<file path="src/pclb_fifo.sv">
// Small show-ahead queue that decouples the front from the store unit.
// No package dependency; used by the top level.
`default_nettype none

module pclb_fifo #(
  parameter int WIDTH = 8,
  parameter int DEPTH = 4,
  localparam int PTR_W = (DEPTH > 1) ? $clog2(DEPTH) : 1,
  localparam int CNT_W = $clog2(DEPTH + 1)
) (
  input  wire logic             clk,
  input  wire logic             rst,
  input  wire logic             push,
  input  wire logic [WIDTH-1:0] wdata,
  output logic                  full,
  input  wire logic             pop,
  output logic [WIDTH-1:0]      rdata,
  output logic                  empty
);

  logic [WIDTH-1:0] mem [DEPTH];
  logic [PTR_W-1:0] wr_ptr, rd_ptr;
  logic [CNT_W-1:0] count;
  logic             do_push, do_pop;

  assign full    = count == CNT_W'(DEPTH);
  assign empty   = count == '0;
  assign do_push = push && !full;
  assign do_pop  = pop && !empty;
  assign rdata   = mem[rd_ptr];

  // Pointers and fill level.
  always_ff @(posedge clk) begin
    if (rst) begin
      wr_ptr <= '0;
      rd_ptr <= '0;
      count  <= '0;
    end else begin
      if (do_push) begin
        wr_ptr <= (wr_ptr == PTR_W'(DEPTH - 1)) ? '0 : wr_ptr + 1'b1;
      end
      if (do_pop) begin
        rd_ptr <= (rd_ptr == PTR_W'(DEPTH - 1)) ? '0 : rd_ptr + 1'b1;
      end
      if (do_push && !do_pop) begin
        count <= count + 1'b1;
      end else if (do_pop && !do_push) begin
        count <= count - 1'b1;
      end
    end
  end

  // Entry storage.
  always_ff @(posedge clk) begin
    if (do_push) begin
      mem[wr_ptr] <= wdata;
    end
  end

endmodule

`default_nettype wire

</file>
<file path="config.mk">
export PLATFORM = sky130hd
export DESIGN_NAME = pclb_fifo
export DESIGN_NICKNAME = d
export VERILOG_FILES = /design/src/pclb_fifo.sv
export SDC_FILE = /design/constraint.sdc
export NUM_CORES = 1
export LEC_CHECK = 0
export BUFFER_PORTS_ARGS = -buffer_cell sky130_fd_sc_hd__buf_2
export CAP_MARGIN = 20
export CORE_MARGIN = 5
export CORE_UTILIZATION = 55
export DETAILED_ROUTE_END_ITERATION = 8
export PLACE_DENSITY = 0.79
export SLEW_MARGIN = 20
export SYNTH_ARGS = -nofsm -noshare
export SYNTH_HDL_FRONTEND = slang
export SYNTH_SLANG_ARGS = --single-unit
</file>
<file path="constraint.sdc">
create_clock -name clk -period 3.08 [get_ports clk]
set_input_delay 0.308 -clock clk [delete_from_list [all_inputs] [get_ports clk]]
set_output_delay 0.308 -clock clk [all_outputs]
set_load 0.03 [all_outputs]
</file>
## After elaboration in Yosys (flattened, before gate mapping)

Memories as Yosys holds them, arrays and structs flattened. A register that Yosys moved wholly into a read port is not among the register bits.
Cells that the tools add are included.

| operators by class | value |
|---|---|
| $add $sub $neg | 4 |
| reduce and logical (&&, ||, !) cells | 10 |
| eq/ne operators | 3 |
| multiplexer cells | 8 |

Operator list:

| operator | count |
|---|---|
| two-way mux 2 bit | 4 |
| two-way mux 3 bit | 2 |
| adder 2 x 1 -> 2 bit, second input constant | 2 |
| equality test 2 bit, second input constant | 2 |
| logical AND 1 bit | 4 |
| zero test 1 bit | 4 |
| adder 3 x 1 -> 3 bit, second input constant | 1 |
| equality test 3 bit, second input constant | 1 |
| zero test 3 bit | 1 |
| subtractor 3 x 1 -> 3 bit, second input constant | 1 |
| two-way mux 1 bit | 2 |
| nonzero test 2 bit | 1 |

| word-level totals | value |
|---|---|
| register bits after elaboration | 7 |
| RAM bits | 32 |
| output and inout port bits | 10 |
| word-level logic and storage cells | 29 |
| input bits | 12 |
| memories | 1 |

Memories:

| memory | depth | width | read ports | clocked after memory_dff | wr ports | RTL line | RTL |
|---|---|---|---|---|---|---|---|
| mem | 4 | 8 | 1 | 1 | 1 | 21 | `logic [WIDTH-1:0] mem [DEPTH];` |

## Logic depth before layout (Yosys ltp)

Gate-level depths: netlist of the first run.

| logic depth | value |
|---|---|
| depth in word-level cells | 7 |
| depth in mapped cells | 10 |
| depth with buffers taken out | 9 |

## Worst setup path after synthesis of the first run

Ideal clock, no wire load.

| timing path | value |
|---|---|
| path type | reg-to-reg |
| start | register count[0] |
| end | register count[2] |
| buffers on the path | 1 |
| data required time | 3.010 ns |
| setup slack | 0.865 ns |
| cell stages (with the launch flop) | 11 |
| setup time | 0.070 ns |
| arrival time | 2.145 ns |
| cell sequence | dfxtp_1 > or3b_1 > buf_6 > clkinv_4 > nor2_2 > ha_1 > inv_1 > fa_1 > xor2_1 > or3_2 > a21oi_1 |

| between the ends | value |
|---|---|
| cells in the longest elaborated chain, start to end | 6 |
| elaborated cells on any way between the ends | 15 |

RTL lines:

| what | RTL line | RTL |
|---|---|---|
| from (decl) | 23 | `logic [CNT_W-1:0] count;` |
| from (signal assigned) | 46 | `count <= count + 1'b1;` |
| from (signal assigned) | 48 | `count <= count - 1'b1;` |
| equality test 3 bit (*) | 26 | `assign full = count == CNT_W'(DEPTH);` |
| named net full | 15 | `output logic full,` |
| zero test 1 bit (*) | 28 | `assign do_push = push && !full;` |
| logical AND 1 bit (*) | 28 |  |
| named net do_push | 24 | `logic do_push, do_pop;` |
| zero test 1 bit | 47 | `end else if (do_pop && !do_push) begin` |
| logical AND 1 bit | 47 |  |
| nonzero test 2 bit (no line) | - |  |

Mark *: on every way through the listed nets, which the timed path passes. The rest lies on a longest branch. The select of a mux whose other input is x is not followed.
A chain may end at the register's enable or synchronous reset.

## Worst setup path in the final report of the first run

| timing path | value |
|---|---|
| start | register count[0] |
| end | register count[2] |

| between the ends | value |
|---|---|
| cells in the longest elaborated chain, start to end | 6 |
| elaborated cells on any way between the ends | 15 |

RTL lines:

| what | RTL line |
|---|---|
| equality test 3 bit (*) | 26 |
| zero test 1 bit (*) | 28 |
| logical AND 1 bit (*) | 28 |
| named net do_push | 24 |
| zero test 1 bit | 47 |
| logical AND 1 bit | 47 |
| nonzero test 2 bit (no line) | - |

Marked as above.

==> results.cfg, run 1 <==
[status]
status = finished clean

[job]
max_cap_viol_count = 0

[detailed_routing]
drcViolationCount = 0
finalWirelength_um = 2530
drt_iter0_drc = 38
dr.pass1.iters = 4
ant_nets = 0
dr_total_vias = 847
avgViaCountPerCell = 5.72
routedWlPerCell_um = 17.1

[finish]
syn_to_final_growth_pct = 11.9
multi_input_area_sq_um = 457
num-fill-cells = 203
antenna_cells = 0
nets = 135
seq_area_sq_um = 1140
drive_above_1_share_pct = 37.6

[timing]
max_freq_mhz = 420
hold_viol = 0
min_period_ns = 2.38
rsz0062_at_grt = false
timing.final.max_slew_violations = 0
finalClockSkew_ns = 0.0103
tightest_slew_ns = 0.546
finalSetupViolations = 0
fin_setup_tns_ns = 0
period_share_pct = 77.4
finalWorstSetupSlack_ns = 0.698
max-slew-margin-rel_pct = 63.6

[worst_setup_path]
startpoint_type = register
worstPathRequired_ns = 3.37
rr_startpoint = count[0]
critPathLaunch = count[0]
worstPathArrival_ns = 2.68
worstPathMaxFanout = 7
path_class = reg -> reg
critPathCaptureType = register

[synth]
synth-xor-area-share_pct = 1.06
muxShareOfSynthArea_pct = 12.2
synthesis.area_sq_um = 1650
synthCells = 92
synth_nets = 111
synthArstFlopShare_pct = 0
yosys.area_share.simple_pct = 5.70
synth_compound_area_share_pct = 3.04
synthFlopType = edfxtp_1
synthAdderAreaFrac_pct = 5.78
ys_seq_elements = 41
synth-edff-count = 32
synth_top_family_by_area = multiplexers
synth_cell_types = 26
synth.avg_cell_area_sq_um = 17.9
ys.warnings.count = 0
yosysSeqAreaShare_pct = 69.4

[global_routing]
grt_pass1_wl_um = 4170
grt_max_degree = 13
first_global_vias = 874
gr-usage-all-layers_pct = 14.0
grt.overflow.total = 0
antenna_found_initial = 0

[power_and_ir_drop]
ir_drop_uv = 393
powerDensity_nw_per_um2 = 820
leakage_nw = 0.686

[floorplanning]
io_pins = 22
die_x_um = 64.7
dieArea_sq_um = 4190
rows = 19
start_util_pct = 58.7
core-area_sq_um = 2810
die_h_um = 64.7

[clock_network]
cts.htree.levels = 2
cts_buffers = 5
insertion_delay_ns = 0.35
cts_resized = 0
cts_hold_buf = 0
clockBufferDepth = 2
post-cts-setup-buffers = 0
clockRootBuffer = clkbuf_4
clk_pin_slew_ns = 0.11
clkSinkCount = 41
tritoncts = done

[min_path]
worst_hold_path_type = in -> reg
min_from = wdata[3]

[place]
dp.final_hpwl_um = 1770
portBuffers = 21
gp_congestion = 0.666
preCtsSetupSlack_ns = 0.701
-- final timing paths --
check                                  to  slack [ns]  cells past startpoint
worst max-delay path             count[2]        0.70                      9
worst min-delay path            mem[2][3]        0.17                      1
worst min register to register  rd_ptr[0]        0.53                      2
worst max register to register   count[2]        0.70                      9
-- sequential cells by signal, summed over array words and instances, names as in the netlist, named ones only --
register / cells
wr_ptr: 2
count: 3
rd_ptr: 2
mem: 32
-- per-stage QoR --
stage / util (%) / area, sq um / power, W / std cells / hold WS (ns)
final: 65.6 / 1840 / 0.00151 / 148 / 0.167
after detailed placement: 62.9 / 1770 / 0.00119 / 140 / 0.501
after floorplan: - / 1650 / 0.00108 / 92 / 0.407
after CTS: 65.6 / 1840 / 0.00152 / 148 / 0.159
after global routing: 65.6 / 1840 / 0.00158 / 148 / 0.155
after global placement: 62.9 / 1770 / 0.00117 / 140 / 0.479
-- routing by layer --
metal,wire length [um],global-route usage (%),vias up
met5,0,0,-
met4,85,10.8,0
li1,-,-,398
met2,1220,21.1,21
met3,133,4.66,8
met1,1090,16.5,420
-- worst max-delay path: stages, from the launching register on --
cell      delay, ns
dfxtp_1        0.47
or3b_1         0.30
clkinv_4       0.08
nor2_2         0.12
ha_1           0.20
inv_1          0.06
fa_1           0.37
xor2_1         0.16
or3_2          0.41
a21oi_1        0.14
-- area by class of cell --
class | instances | share of cell area (%)
repair buffers | 21 | 5.71
multi-input cells | 42 | 24.8
clock buffers | 6 | 2.24
inverters | 5 | 1.29
flip-flops and latches | 41 | 62.0
clock inverters | 2 | 1.84
well taps | 31 | 2.11
-- kinds of logic after synthesis --
| logic type | Yosys count |
|---|---|
| compound gates | 7 |
| xor+xnor | 2 |
| fa+ha+maj | 7 |
| buf+inv | 9 |
| flops | 41 |
| mux | 10 |
| simple gates | 16 |
-- cells in the mapped netlist (3+ instances only) --
| library cell | n | area, sq um |
|---|---|---|
| and3_2 | 4 | 30.0 |
| edfxtp_1 | 32 | 961 |
| dfxtp_1 | 9 | 180 |
| inv_1 | 4 | 15.0 |
| mux4_2 | 8 | 180 |
| ha_1 | 6 | 75.1 |
| a21oi_1 | 3 | 15.0 |
| nor2_1 | 3 | 11.3 |
-- cell usage in the layout (no fill, tap or decap) --
cell type and count:
bufinv_16 1, inv_1 4, nor2_1 3, nor2_2 1, xor2_1 2, ha_1 6
dfxtp_1 9, mux4_2 8, buf_2 21, fa_1 1, or3_2 1, or3b_1 1
o21ai_1 1, clkinv_4 1, clkbuf_1 1, nor3_1 2, o21ai_0 1, o31ai_2 2
a21oi_1 3, nand2_1 1, edfxtp_1 32, clkbuf_4 5, or3_1 1, clkinv_1 1
and3_2 4, nand3_1 2, mux2i_1 2
-- where the power goes --
group	internal (W)	total, W	switching (W)
clock	0.000169	0.000335	0.000166
combinational	0.000181	0.000433	0.000252
sequential	0.000674	0.000741	0.0000671
No activity file was read; power rests on OpenSTA's default activity.
==> inputs of run 2 (changes only) <==
==> constraint.sdc (replaced) <==
create_clock -name clk -period 2.47 [get_ports clk]
set_input_delay 0.247 -clock clk [delete_from_list [all_inputs] [get_ports clk]]
set_output_delay 0.247 -clock clk [all_outputs]
set_load 0.03 [all_outputs]
==> run 2 against run 1 <==
Net effect:
- sequential share of layout area decreased by 0.084 points
- utilization increased by 0.089 points
- largest power group unchanged
- critical endpoint unchanged
- register-to-register slack got worse by 0.51 ns
- clock-buffer cell count unchanged
- combinational power increased by 26%
- routed wire length increased by 0.32%
==> results.cfg, run 2 (synthesized netlist as in run 1, its figures left out) <==
[clock_network]
cts_buffers = 5
clockRootBuffer = clkbuf_4
cts.htree.levels = 2
clk_pin_slew_ns = 0.11
insertion_delay_ns = 0.35
post-cts-setup-buffers = 0
clkSinkCount = 41
clockBufferDepth = 2
tritoncts = done

[worst_setup_path]
critPathLaunch = count[0]
startpoint_type = register
worstPathMaxFanout = 7
critPathCaptureType = register
rr_startpoint = count[0]
path_class = reg -> reg
worstPathArrival_ns = 2.58
worstPathRequired_ns = 2.76

[global_routing]
first_global_vias = 874
grt_max_degree = 13
grt.overflow.total = 0
gr-usage-all-layers_pct = 14.0
grt_pass1_wl_um = 4170
antenna_found_initial = 0

[floorplanning]
die_h_um = 64.7
core-area_sq_um = 2810
die_x_um = 64.7
start_util_pct = 58.7
dieArea_sq_um = 4190
io_pins = 22
rows = 19

[finish]
final_common_cell = edfxtp_1
largest_reg_flops = 32
fin_util_pct = 65.7
antenna_cells = 0
nets = 135
top_register = mem
syn_to_final_growth_pct = 12.0
layout_common_cells = 32 x edfxtp_1, 21 x buf_2, 9 x dfxtp_1, 8 x mux4_2, 6 x ha_1
drive_above_1_share_pct = 38.5
top_regs = mem (32), count (3)

[timing]
timing.final.max_slew_violations = 0
finalWorstSetupSlack_ns = 0.183
fin_setup_tns_ns = 0
rsz0062_at_grt = false
hold_viol = 0
finalSetupViolations = 0
max_freq_mhz = 437
period_share_pct = 92.6
finalClockSkew_ns = 0.0112
tightest_slew_ns = 0.546
max-slew-margin-rel_pct = 63.6
min_period_ns = 2.29

[place]
gp_congestion = 0.665
preCtsSetupSlack_ns = 0.0912
portBuffers = 21
dp.final_hpwl_um = 1770

[status]
status = finished clean

[power_and_ir_drop]
seqPwrFrac_pct = 49.1
leakage_nw = 0.688
switching_share_pct = 32.1
intPower_w = 0.00128
powerDensity_nw_per_um2 = 1020
power_frac_clock_pct = 22.1
ir_drop_uv = 489
p_comb_share_pct = 28.8
power_switching_w = 0.000606

[detailed_routing]
drcViolationCount = 0
routedWlPerCell_um = 17.1
finalWirelength_um = 2540
avgViaCountPerCell = 5.70
dr_total_vias = 844
ant_nets = 0
dr.pass1.iters = 4
drt_iter0_drc = 38

[min_path]
worst_hold_path_type = in -> reg
min_from = wdata[3]

[job]
max_cap_viol_count = 0
-- run 2: changes by cell type in the layout (fill, tap and decap cells not counted) --
cell    before  now
or3b_1       1    0
or3b_4       0    1
-- run 2: what timing repair did --
| action | CTS | global route |
|---|---|---|
| hold buffers | 0 | 0 |
| resized for setup | 0 | 1 |
| endpoints found under the setup margin | 0 | 1 |
-- run 2: critical path: stages, from the launching register on --
cell,delay (ns)
dfxtp_1,0.47
or3b_4,0.23
clkinv_4,0.06
nor2_2,0.12
ha_1,0.20
inv_1,0.06
fa_1,0.37
xor2_1,0.16
or3_2,0.42
a21oi_1,0.15
-- run 2: cell type report --
cell class	instances	area (sq um)
Inverter	5	23.8
Multi-Input combinational cell	42	459
Clock buffer	6	41.3
Clock inverter	2	33.8
Timing Repair Buffer	21	105
Fill cell	205	962
Sequential cell	41	1140
Tap cell	31	38.8
-- run 2: stage by stage --
stage / total power [W] / std cells / instance area, sq um / hold slack (ns)
2_1_floorplan: 0.00135 / 92 / 1650 / 0.346
3_3_place_gp: 0.00146 / 140 / 1770 / 0.457
3_5_place_dp: 0.00149 / 140 / 1770 / 0.470
4_1_cts: 0.00190 / 148 / 1840 / 0.0983
5_1_grt: 0.00198 / 148 / 1840 / 0.0938
6_report: 0.00189 / 148 / 1840 / 0.106
-- run 2: power by group through the flow --
stage	Clock (W)	Sequential (W)	Combinational, W
after CTS	0.000424	0.000929	0.000547
after detailed placement	0	0.000945	0.000544
final	0.000418	0.000926	0.000544
after global routing	0.000452	0.000942	0.000586
after floorplan	0	0.000894	0.000459
after global placement	0	0.000935	0.000525
-- run 2: path summary, 6_finish.rpt --
check	endpoint	slack, ns	cells after the start
max	count[2]	0.18	9
min	mem[2][3]	0.11	1
max reg2reg	count[2]	0.18	9
min reg2reg	rd_ptr[0]	0.53	2
-- run 2: layer usage --
metal	GRT usage (%)	vias up	part of all wire, %
met5	0	-	0
met4	10.8	0	3.4
met3	4.66	8	5.2
met2	21.1	21	48
met1	16.5	417	43
li1	-	398	-
